File: src/design/cmdc_pkg.sv
`timescale 1ns / 1ps
// ----------------------------------------------------------------------------
// cmdc_pkg
// Shared types and constants for the motorized cover drive controller.
// ----------------------------------------------------------------------------
package cmdc_pkg;

  localparam int POS_W   = 11;
  localparam int TIMER_W = 16;
  localparam int CFG_W   = 16;
  localparam int IDX_W   = 2;

  localparam logic [POS_W-1:0]   FULL_SCALE = 11'd1024;
  localparam logic [TIMER_W-1:0] TIMER_MAX  = 16'hFFFF;

  // item kinds
  localparam logic [1:0] KIND_TICK = 2'd0;
  localparam logic [1:0] KIND_STOP = 2'd1;
  localparam logic [1:0] KIND_MOVE = 2'd2;

  // motion codes
  localparam logic [1:0] MOT_IDLE    = 2'd0;
  localparam logic [1:0] MOT_OPENING = 2'd1;
  localparam logic [1:0] MOT_CLOSING = 2'd2;

  // register indexes
  localparam logic [IDX_W-1:0] REG_NEAR_END_POWER    = 2'd0;
  localparam logic [IDX_W-1:0] REG_TARGET_TOLERANCE  = 2'd1;
  localparam logic [IDX_W-1:0] REG_STALL_LIMIT_MS    = 2'd2;
  localparam logic [IDX_W-1:0] REG_PUBLISH_PERIOD_MS = 2'd3;

  typedef struct packed {
    logic [POS_W-1:0]   near_end_power;
    logic [POS_W-1:0]   target_tolerance;
    logic [TIMER_W-1:0] stall_limit_ms;
    logic [TIMER_W-1:0] publish_period_ms;
  } cfg_t;

  typedef struct packed {
    logic [1:0]         motion_state;
    logic [POS_W-1:0]   target_reg;
    logic [POS_W-1:0]   position_reg;
    logic [POS_W-1:0]   previous_position;
    logic [TIMER_W-1:0] stall_timer;
    logic               stall_armed;
    logic [TIMER_W-1:0] publish_timer;
    logic [POS_W-1:0]   open_duty;
    logic [POS_W-1:0]   close_duty;
  } state_t;

  typedef struct packed {
    logic [1:0]       kind;
    logic [POS_W-1:0] sensed_position;
    logic [POS_W-1:0] goal_position;
    logic             at_open_end;
    logic             near_open_end;
    logic             at_closed_end;
    logic             near_closed_end;
  } item_t;

  typedef struct packed {
    logic publish;
    logic forced_stop;
  } flags_t;

  function automatic logic [POS_W-1:0] clamp_pos(input logic [POS_W-1:0] v);
    clamp_pos = (v > FULL_SCALE) ? FULL_SCALE : v;
  endfunction

endpackage

File: src/design/cover_motor_drive_controller.sv
`timescale 1ns / 1ps
// ----------------------------------------------------------------------------
// cover_motor_drive_controller
// Two-direction motorized cover drive: ticks, stop and move commands.
// ----------------------------------------------------------------------------
//  channel | direction | handshake            | payload
//  in      | input     | in_valid / in_stall  | kind, positions, end-stop flags
//  out     | output    | out_valid / out_stall| drives, motion, position, flags
//  cfg     | input     | cfg_wr_en            | cfg_index, cfg_data
//
//  One item per cycle while out is not stalled; each item passes the input
//  register, then state update and result register in one pass.
//  Synchronous active-high reset clears state and valid flags and loads register defaults.
//  A stall on out holds the result register; the input register then fills
//  and in_stall rises in the same cycle.
// ----------------------------------------------------------------------------
module cover_motor_drive_controller import cmdc_pkg::*; (
  input  logic               clk,
  input  logic               rst,
  input  logic               cfg_wr_en,
  input  logic [IDX_W-1:0]   cfg_index,
  input  logic [CFG_W-1:0]   cfg_data,
  input  logic               in_valid,
  output logic               in_stall,
  input  logic [1:0]         kind,
  input  logic [POS_W-1:0]   sensed_position,
  input  logic [POS_W-1:0]   goal_position,
  input  logic               at_open_end,
  input  logic               near_open_end,
  input  logic               at_closed_end,
  input  logic               near_closed_end,
  output logic               out_valid,
  input  logic               out_stall,
  output logic [POS_W-1:0]   open_drive,
  output logic [POS_W-1:0]   close_drive,
  output logic [1:0]         motion,
  output logic [POS_W-1:0]   reported_position,
  output logic               publish,
  output logic               forced_stop
);

  cfg_t   cfg;
  state_t state;
  state_t state_next;
  flags_t flags;
  item_t  s1_item;
  logic   s1_valid;
  logic   out_ready;
  logic   advance;
  logic   in_take;

  assign out_ready = !out_valid || !out_stall;
  assign advance   = s1_valid && out_ready;
  assign in_stall  = s1_valid && !out_ready;
  assign in_take   = in_valid && !in_stall;

  always_ff @(posedge clk) begin
    if (rst) begin
      cfg.near_end_power    <= 11'd512;
      cfg.target_tolerance  <= 11'd102;
      cfg.stall_limit_ms    <= 16'd4000;
      cfg.publish_period_ms <= 16'd1000;
    end else if (cfg_wr_en) begin
      case (cfg_index)
        REG_NEAR_END_POWER:    cfg.near_end_power    <= cfg_data[POS_W-1:0];
        REG_TARGET_TOLERANCE:  cfg.target_tolerance  <= cfg_data[POS_W-1:0];
        REG_STALL_LIMIT_MS:    cfg.stall_limit_ms    <= cfg_data[TIMER_W-1:0];
        REG_PUBLISH_PERIOD_MS: cfg.publish_period_ms <= cfg_data[TIMER_W-1:0];
        default: begin
        end
      endcase
    end
  end

  // input register
  always_ff @(posedge clk) begin
    if (rst) begin
      s1_valid <= 1'b0;
    end else if (in_take) begin
      s1_valid <= 1'b1;
    end else if (advance) begin
      s1_valid <= 1'b0;
    end
  end

  always_ff @(posedge clk) begin
    if (in_take) begin
      s1_item.kind            <= kind;
      s1_item.sensed_position <= sensed_position;
      s1_item.goal_position   <= goal_position;
      s1_item.at_open_end     <= at_open_end;
      s1_item.near_open_end   <= near_open_end;
      s1_item.at_closed_end   <= at_closed_end;
      s1_item.near_closed_end <= near_closed_end;
    end
  end

  cmdc_step u_step (
    .cur   (state),
    .cfg   (cfg),
    .item  (s1_item),
    .nxt   (state_next),
    .flags (flags)
  );

  always_ff @(posedge clk) begin
    if (rst) begin
      state     <= '0;
      out_valid <= 1'b0;
    end else if (advance) begin
      state     <= state_next;
      out_valid <= 1'b1;
    end else if (!out_stall) begin
      out_valid <= 1'b0;
    end
  end

  // result register
  always_ff @(posedge clk) begin
    if (advance) begin
      open_drive        <= state_next.open_duty;
      close_drive       <= state_next.close_duty;
      motion            <= state_next.motion_state;
      reported_position <= state_next.position_reg;
      publish           <= flags.publish;
      forced_stop       <= flags.forced_stop;
    end
  end

  a_forced_implies_idle: assert property (@(posedge clk) disable iff (rst)
    out_valid && forced_stop |-> publish && motion == MOT_IDLE)
    else $error("forced stop without publish or idle motion");

  a_drives_exclusive: assert property (@(posedge clk) disable iff (rst)
    out_valid |-> (open_drive == '0 || close_drive == '0))
    else $error("both drives active");

  a_drive_range: assert property (@(posedge clk) disable iff (rst)
    out_valid |-> (open_drive <= FULL_SCALE && close_drive <= FULL_SCALE))
    else $error("drive duty above full scale");

  a_state_motion_code: assert property (@(posedge clk) disable iff (rst)
    advance |=> state.motion_state == motion)
    else $error("state and reported motion differ");

endmodule

File: src/design/cmdc_step.sv
`timescale 1ns / 1ps
// ----------------------------------------------------------------------------
// cmdc_step
// Next-state and result logic for one item: tick, stop or move.
// ----------------------------------------------------------------------------
module cmdc_step import cmdc_pkg::*; (
  input  state_t cur,
  input  cfg_t   cfg,
  input  item_t  item,
  output state_t nxt,
  output flags_t flags
);

  logic [POS_W-1:0]   power;
  logic [POS_W-1:0]   pos;
  logic [POS_W-1:0]   goal;
  logic [POS_W:0]     pos_plus_tol;
  logic [POS_W:0]     tgt_plus_tol;
  logic [TIMER_W-1:0] pub_cnt;

  always_comb begin
    power        = clamp_pos(cfg.near_end_power);
    pos          = clamp_pos(item.sensed_position);
    goal         = clamp_pos(item.goal_position);
    pos_plus_tol = {1'b0, pos} + {1'b0, cfg.target_tolerance};
    tgt_plus_tol = {1'b0, cur.target_reg} + {1'b0, cfg.target_tolerance};
    pub_cnt      = cur.publish_timer;
    nxt          = cur;
    flags        = '0;

    case (item.kind)
      KIND_TICK: begin
        nxt.position_reg = pos;
        if (pub_cnt != TIMER_MAX) begin
          pub_cnt = pub_cnt + 1'b1;
        end
        if (pub_cnt > cfg.publish_period_ms) begin
          flags.publish = 1'b1;
          pub_cnt = '0;
        end
        nxt.publish_timer = pub_cnt;

        if (cur.motion_state == MOT_IDLE) begin
          nxt.open_duty   = '0;
          nxt.close_duty  = '0;
          nxt.stall_timer = '0;
          nxt.stall_armed = 1'b0;
        end else begin
          if (cur.previous_position != pos) begin
            nxt.previous_position = pos;
            nxt.stall_timer       = '0;
            nxt.stall_armed       = 1'b1;
          end else if (cur.stall_timer != TIMER_MAX) begin
            nxt.stall_timer = cur.stall_timer + 1'b1;
          end
          if (nxt.stall_armed && nxt.stall_timer > cfg.stall_limit_ms) begin
            nxt.motion_state  = MOT_IDLE;
            nxt.open_duty     = '0;
            nxt.close_duty    = '0;
            flags.publish     = 1'b1;
            flags.forced_stop = 1'b1;
          end
        end

        // opposite drive is cleared for one tick before driving
        if (nxt.motion_state == MOT_OPENING) begin
          if (nxt.close_duty != '0) begin
            nxt.close_duty = '0;
          end else if (item.at_open_end ||
                       (cur.target_reg != FULL_SCALE &&
                        pos_plus_tol > {1'b0, cur.target_reg})) begin
            nxt.motion_state = MOT_IDLE;
            nxt.open_duty    = '0;
            flags.publish    = 1'b1;
          end else begin
            nxt.open_duty = item.near_open_end ? power : FULL_SCALE;
          end
        end else if (nxt.motion_state == MOT_CLOSING) begin
          if (nxt.open_duty != '0) begin
            nxt.open_duty = '0;
          end else if (item.at_closed_end ||
                       (cur.target_reg != '0 &&
                        {1'b0, pos} < tgt_plus_tol)) begin
            nxt.motion_state = MOT_IDLE;
            nxt.close_duty   = '0;
            flags.publish    = 1'b1;
          end else begin
            nxt.close_duty = item.near_closed_end ? power : FULL_SCALE;
          end
        end
      end
      KIND_STOP: begin
        nxt.motion_state = MOT_IDLE;
        nxt.open_duty    = '0;
        nxt.close_duty   = '0;
        flags.publish    = 1'b1;
      end
      KIND_MOVE: begin
        if (goal != cur.position_reg) begin
          nxt.target_reg   = goal;
          nxt.motion_state = (goal < cur.position_reg) ? MOT_CLOSING : MOT_OPENING;
          nxt.stall_timer  = '0;
          nxt.stall_armed  = 1'b1;
          flags.publish    = 1'b1;
        end
      end
      default: begin
      end
    endcase
  end

endmodule

File: config.mk
export PLATFORM = sky130hd
export DESIGN_NAME = cover_motor_drive_controller
export DESIGN_NICKNAME = d
export VERILOG_FILES = /design/src/design/cmdc_pkg.sv /design/src/design/cover_motor_drive_controller.sv /design/src/design/cmdc_step.sv
export SDC_FILE = /design/constraint.sdc
export NUM_CORES = 1
export LEC_CHECK = 0
export BUFFER_PORTS_ARGS = -buffer_cell sky130_fd_sc_hd__buf_2
export CELL_PAD_IN_SITES_DETAIL_PLACEMENT = 2
export CELL_PAD_IN_SITES_GLOBAL_PLACEMENT = 2
export CORE_ASPECT_RATIO = 0.8
export CORE_MARGIN = 2
export CORE_UTILIZATION = 30
export DETAILED_ROUTE_END_ITERATION = 7
export GPL_ROUTABILITY_DRIVEN = 0
export PLACE_DENSITY = 0.8
export REMOVE_ABC_BUFFERS = 1
export SLEW_MARGIN = 20
export SYNTH_ARGS = -nofsm -noshare
export SYNTH_HDL_FRONTEND = slang
export SYNTH_SLANG_ARGS = --single-unit
File: constraint.sdc
create_clock -name clk -period 4.08 [get_ports clk]
set_input_delay 0.408 -clock clk [delete_from_list [all_inputs] [get_ports clk]]
set_output_delay 0.408 -clock clk [all_outputs]
set_load 0.02 [all_outputs]
== Word level (Yosys, flattened, before mapping) ==
Index checks and enable logic that the tools add are counted.
Operators by class
  $add $sub $neg: 4
  multipliers: 0
  divide/modulo/power cells: 0
  $lt $le $gt $ge: 8
  equal/unequal tests: 14
  shift-type cells: 0
  multiplexer cells: 60
  bitwise gates (word level): 2
  reductions and logical operators: 30
Operators by type and width (number)
  2-to-1 mux 11 bit: 13
  2-to-1 mux 22 bit: 6
  2-to-1 mux 16 bit: 7
  case mux 22 bit (2 select lines): 1
  2-to-1 mux 17 bit: 2
  case mux 17 bit (2 select lines): 1
  > comparator 11 bit, second input constant: 3
  nonzero test 11 bit: 3
  adder 16 x 1 -> 16 bit, second input constant: 2
  > comparator 16 bit: 2
  != test 16 bit, second input constant: 2
  adder 11 x 11 -> 12 bit: 2
  2-to-1 mux 2 bit: 12
  != test 11 bit: 2
  2-to-1 mux 1 bit: 15
  2-to-1 mux 13 bit: 1
  > comparator 12 x 11 -> 1 bit: 1
  < comparator 11 x 12 -> 1 bit: 1
  < comparator 11 bit: 1
  != test 11 bit, second input constant: 1
  AND reduction 2 bit: 5
  equality test 2 bit, second input constant: 4
  equality test 2 x 1 -> 1 bit, second input constant: 3
  logical AND 1 bit: 6
  other kinds (11): 22
Storage, ports and cells
  register bits: 211
  bits in latches: 0
  bits in writable memories: 0
  bits in read-only memories: 0
  input bits: 51
  output and inout bits: 39
  word-level logic and storage cells: 146
  memories kept: 0

== Logic depth before layout (Yosys ltp) ==
  depth after elaboration: 16
  mapped depth: 20
  depth with buffers taken out: 18

== By module ==
From an unflattened synthesis, not the netlist that was laid out.
Second synthesis, totals
  cell total of the unflattened synthesis: 1451
  area, all modules: 13530.5 um^2
Modules (own cells, without submodules)
  cover_motor_drive_controller: times used 1, cells an instance 676, area each 8262.9 um^2, seq. area each 4874.7 um^2
  cmdc_step: times used 1, cells an instance 775, area each 5267.6 um^2, seq. area each 0.0 um^2

== Least setup slack after synthesis ==
No wires, ideal clock.
  path type: register -> register
  start: register s1_item[25] (netlist name)
  end: register state[19] (netlist name)
  setup time: 101 ps
  arrival: 4383 ps
  required time: 3979 ps
  path slack: -404 ps
  cell stages (with the launch flop): 21
  buffers on the path: 3
  period minus slack after synthesis: 4484 ps
  path through: edfxtp_1 -> buf_2 -> clkbuf_1 -> nor2b_1 -> ha_1 -> a21o_1 -> a21oi_1 -> o21bai_1 -> a21oi_1 -> o21a_1 -> or4b_2 -> o2111ai_1 -> ha_1 -> nand4_1 -> or4_1 -> o21ai_0 -> o21ai_0 -> o32ai_1 -> nand3_2 -> buf_2 -> o41ai_1
On the way
  longest elaborated chain between the ends: 16
  elaborated cells on any way between the ends: 31
  classes of those cells: 1 x add/sub; 3 x order compare; 3 x eq/ne; 19 x mux; 5 x reduce/logical
RTL lines
  start: declaration: line cover_motor_drive_controller.sv:46  | item_t s1_item;
  > comparator 11 bit *: line cmdc_pkg.sv:67  | clamp_pos = (v > FULL_SCALE) ? FULL_SCALE : v;
  2-to-1 mux 11 bit *: line cmdc_pkg.sv:67
  net u_step.pos[2]: line cmdc_step.sv:15  | logic [POS_W-1:0] pos;
  != test 11 bit: line cmdc_step.sv:49  | if (cur.previous_position != pos) begin
  2-to-1 mux 16 bit: line cmdc_step.sv:49
  2-to-1 mux 16 bit: line cmdc_step.sv:43  | if (cur.motion_state == MOT_IDLE) begin
  2-to-1 mux 16 bit: line cmdc_step.sv:31  | case (item.kind)
  > comparator 16 bit: line cmdc_step.sv:56  | if (nxt.stall_armed && nxt.stall_timer > cfg.stall_limit_ms) begin
  logical AND 1 bit: line cmdc_step.sv:56
  2-to-1 mux 22 bit: line cmdc_step.sv:56
  2-to-1 mux 22 bit: line cmdc_step.sv:43
  2-to-1 mux 22 bit: line cmdc_step.sv:31
  nonzero test 11 bit: line cmdc_step.sv:79  | if (nxt.open_duty != '0) begin
  2-to-1 mux 11 bit: line cmdc_step.sv:79
  2-to-1 mux 22 bit: line cmdc_step.sv:78  | end else if (nxt.motion_state == MOT_CLOSING) begin
  2-to-1 mux 22 bit *: line cmdc_step.sv:66  | if (nxt.motion_state == MOT_OPENING) begin
  case mux 22 bit (2 select lines) *: line cmdc_step.sv:31
  end signal: assignment: line cover_motor_drive_controller.sv:111  | state <= state_next;
  end: declaration: line cover_motor_drive_controller.sv:43  | state_t state;
Mark *: on every way through the listed nets, which the timed path passes. The rest lies on a longest branch. The select of a mux whose other input is x is not followed.
A chain may end at the register's enable or synchronous reset.

==> summary.md <==
| Metric | Value |
|---|---|
| Leading post-synthesis cells by cell area | dfxtp_1, edfxtp_1, ha_1 |
| Final worst path period share | 116.8% |
| Synth area leader | dfxtp_1 |
| Failing checks | setup timing |
| Root buf cell | clkbuf_16 |
| Min Tclk post-route | 4.764 ns |
| Leak Pwr | 6.427 nW |
| Post-DP HPWL | 35530 um |
| Least-Margin Pin Slew | 1.087 ns |
| Max H-tree Level | 1 |
| Post-synthesis cell area | 0.01188 sq mm |
| CTS clk-pin slew, worst paths | 0.07 ns |
| Vias in the first global route | 13670 |
| Routed vias | 12240 |
| Crit path max-delay cell type | or4_4 |
| Average via count per standard cell | 5.763 |
| Most used DFF post-synth | dfxtp_1 |
| Final worst slack | -0.6838 ns |
| Worst hold-check path type | input pin to register |
| Final Hold Fails | 0 |
| Die ar. | 0.04122 sq mm |
| Slew Limit Fails | 0 |
| Max Buffers Root-to-Sink | 3 |
| Top cell type's share of synthesized area | 24.60% |
| Status | complete, but fails checks |
| Final #Nets | 1709 |
| Fraction of layout cells with a size suffix above 1 | 28.15% |
| F_max | 209.9 MHz |
| Post-synth EDFFs | 65 |
| Critical Path Source Type | register |
| Routed wire length | 57930 um |
| # IOs | 90 |
| Worst-case vdd ir drop | 271.6 uV |
| CTS sink count | 211 |
| Routed Antenna Nets | 0 |
| Crit-path max cell delay | 0.59 ns |
| CP max FO | 5 |
| CP cell instances | buf_6, nor2b_4, ha_4, fa_2, a21o_1, a21oi_2, o21bai_2, a21oi_2, o21a_1, or4b_4, o2111ai_2, ha_1, nand4_1, or4_4, o21ai_2, o21ai_2, o32ai_4, nand3_4, o311ai_1 |
| Max_slew headroom | 27.53% |
| Critical Path End Type | register |
| Chip width | 226.5 um |
| R2R Setup Slk | -0.68 ns |
| Global route total overflow | 0 |
| Synth warn | 0 |
| Number of I/O port buffers | 89 |
| Register area share after synthesis | 41.03% |
| Clock latency on the worst-skew pair | 0.58 ns |
| Final setup viols | 50 |
| Crit path arrival time | 5.11 ns |
| Area grow syn2layout | 36.84% |
| Worst EP required | 4.43 ns |
| Height of the chip | 182.0 um |
| Antenna violations before repair | 1 |
| Post-synthesis average cell area | 8.932 sq um |
| Total track usage | 27.29% |
| Final cell count without fillers | 2124 |
| Skew final | 0.02978 ns |
| Hold endpoint | s1_item[4] |
| Global-route wire length before repair | 85460 um |
| Crit Path Class | register to register |
| WHS Path Cells | 1 |
| Initial core utilization | 30.24% |
| CTS buffer count | 26 |
| Ant. Diodes | 0 |
| Ys async rst share | 0% |
| CTS tree | done |
| DRC viols | 0 |
| Critical hold path startpoint | goal_position[0] |
| CP Buf/Inv Count | 1 |
| Crit Reg-Reg Startpoint | s1_item[25] |
| DRT Pass-1 Iters | 5 |
| Worst slack at placement | -0.6158 ns |
| Synth cell types | 76 |
| Number of cell rows | 65 |
| Worst r2r dst | open_drive[1] |
| R2R depth | 19 |
| Synth Register Bits | 211 |
| Core ar. | 0.03928 sq mm |
| Max cap viols | 0 |
| Unrepaired setup endpoints after global routing | yes |
| P per Cell Area | 339.6 mW/mm^2 |
| Synth Instances | 1330 |
| Pin count of the biggest net entering global routing | 75 |
| Iter 0 DRT Violations | 943 |
| Wire per inst | 27.28 um |
| Hold slack | 0.01570 ns |
| Crit path max-delay family | simple AND/OR/NAND/NOR gates |
| Placed Instances | 2033 |
[worst reg2reg max path, stage by stage (launching register included)]
cell and delay [ns]:
edfxtp_1 0.50, buf_6 0.18, nor2b_4 0.14, ha_4 0.15
fa_2 0.21, a21o_1 0.16, a21oi_2 0.08, o21bai_2 0.15
a21oi_2 0.09, o21a_1 0.24, or4b_4 0.55, o2111ai_2 0.10
ha_1 0.17, nand4_1 0.15, or4_4 0.59, o21ai_2 0.08
o21ai_2 0.09, o32ai_4 0.26, nand3_4 0.25, o311ai_1 0.41
[cell type report]
class                      count  area, sq um
clock buffer                  31        700.7
sequential                   211         4875
fill                        4198        23020
timing repair buffer         272         2034
tap                          536        670.6
clock inverter                17        155.1
inverter                      83        311.5
multi-input combinational    974         7510
[cells in the final DEF, fill, tap and decap left out, types with 28 or more instances in the layout]
cell type / count
nand3_1: 28
mux2i_1: 33
nor2_1: 103
a21oi_1: 79
edfxtp_1: 65
dfxtp_1: 146
o21ai_0: 36
nand2_1: 169
inv_1: 81
ha_1: 81
buf_4: 147
buf_2: 89
[where the power goes]
part / internal, mW / total [mW] / switching (mW)
Sequential: 2.23 / 2.29 / 0.0597
Combinational: 0.290 / 0.803 / 0.513
Clock: 1.36 / 2.43 / 1.07
Total: 3.88 / 5.52 / 1.64
[kinds of logic after synthesis]
logic type,Yosys count,synth area share (%)
simple gates,474,18.90
compound gates,325,18.98
flops,211,41.03
buf+inv,145,4.708
fa+ha+maj,90,9.605
mux,44,3.749
xor+xnor,41,3.023
[stage by stage]
step                area [sq um]  power [mW]  util, %  TNS, ns
floorplan                  11630       2.630        -   -26.18
detailed placement         13830       2.953    35.22   -19.65
CTS                        15890       5.428    40.46   -12.82
global route               16260       5.662    41.39   -32.35
global placement           13830       2.907    35.22   -7.106
finish                     16260       5.521    41.39   -26.32
[sequential cells by signal, indices dropped and copies added (netlist names)]
name               cells
reported_position     11
motion                 2
cfg                   54
state                 90
s1_item               28
close_drive           11
publish                1
forced_stop            1
s1_valid               1
out_valid              1
open_drive            11
[synthesized netlist by cell type (all sizes together), types with 8 or more instances]
cell type,instances
edfxtp,65
buf,10
and3,9
nand3,31
a31oi,8
a21oi,89
nand2,173
a32o,14
o21ai,47
nor3,24
nor2b,23
ha,88
nand4,24
dfxtp,146
nor4,15
o311ai,17
o31ai,13
nor2,113
a22o,18
o41ai,12
mux2i,40
clkbuf,52
o21a,10
o211ai,22
nand2b,22
a21o,9
xor2,26
xnor2,15
inv,83
a22oi,19
[timing repair]
item                                    CTS  global route
endpoints found under the setup margin   50            51
pin swaps                                79            41
resized for setup                       188            50
setup buffers                            32             6
endpoints found under the hold margin     1             1
hold buffers                              1             1
gates cloned                              5             0
[metal layers]
metal	track usage, %	routed length [um]	part of all wire, %	vias up
li1	-	-	-	5341
met1	33.56	23960	41	6265
met2	46.88	28460	49	483
met3	5.000	3237	5.6	152
met4	11.08	2276	3.9	0
met5	0	0	0	-
[how the worst max path moves through the flow]
stage / start / endpoint / slack [ns] / cells past startpoint
finish: s1_item[25] / open_drive[1] / -0.68 / 19
global route: s1_item[25] / state[14] / -0.80 / 21
CTS: s1_item[25] / open_drive[8] / -0.35 / 21
detailed placement: s1_item[25] / open_drive[4] / -0.62 / 20
global placement: s1_item[25] / motion[0] / -0.26 / 20
floorplan: s1_item[25] / close_drive[3] / -1.02 / 13
No activity file was read; power rests on OpenSTA's default activity.
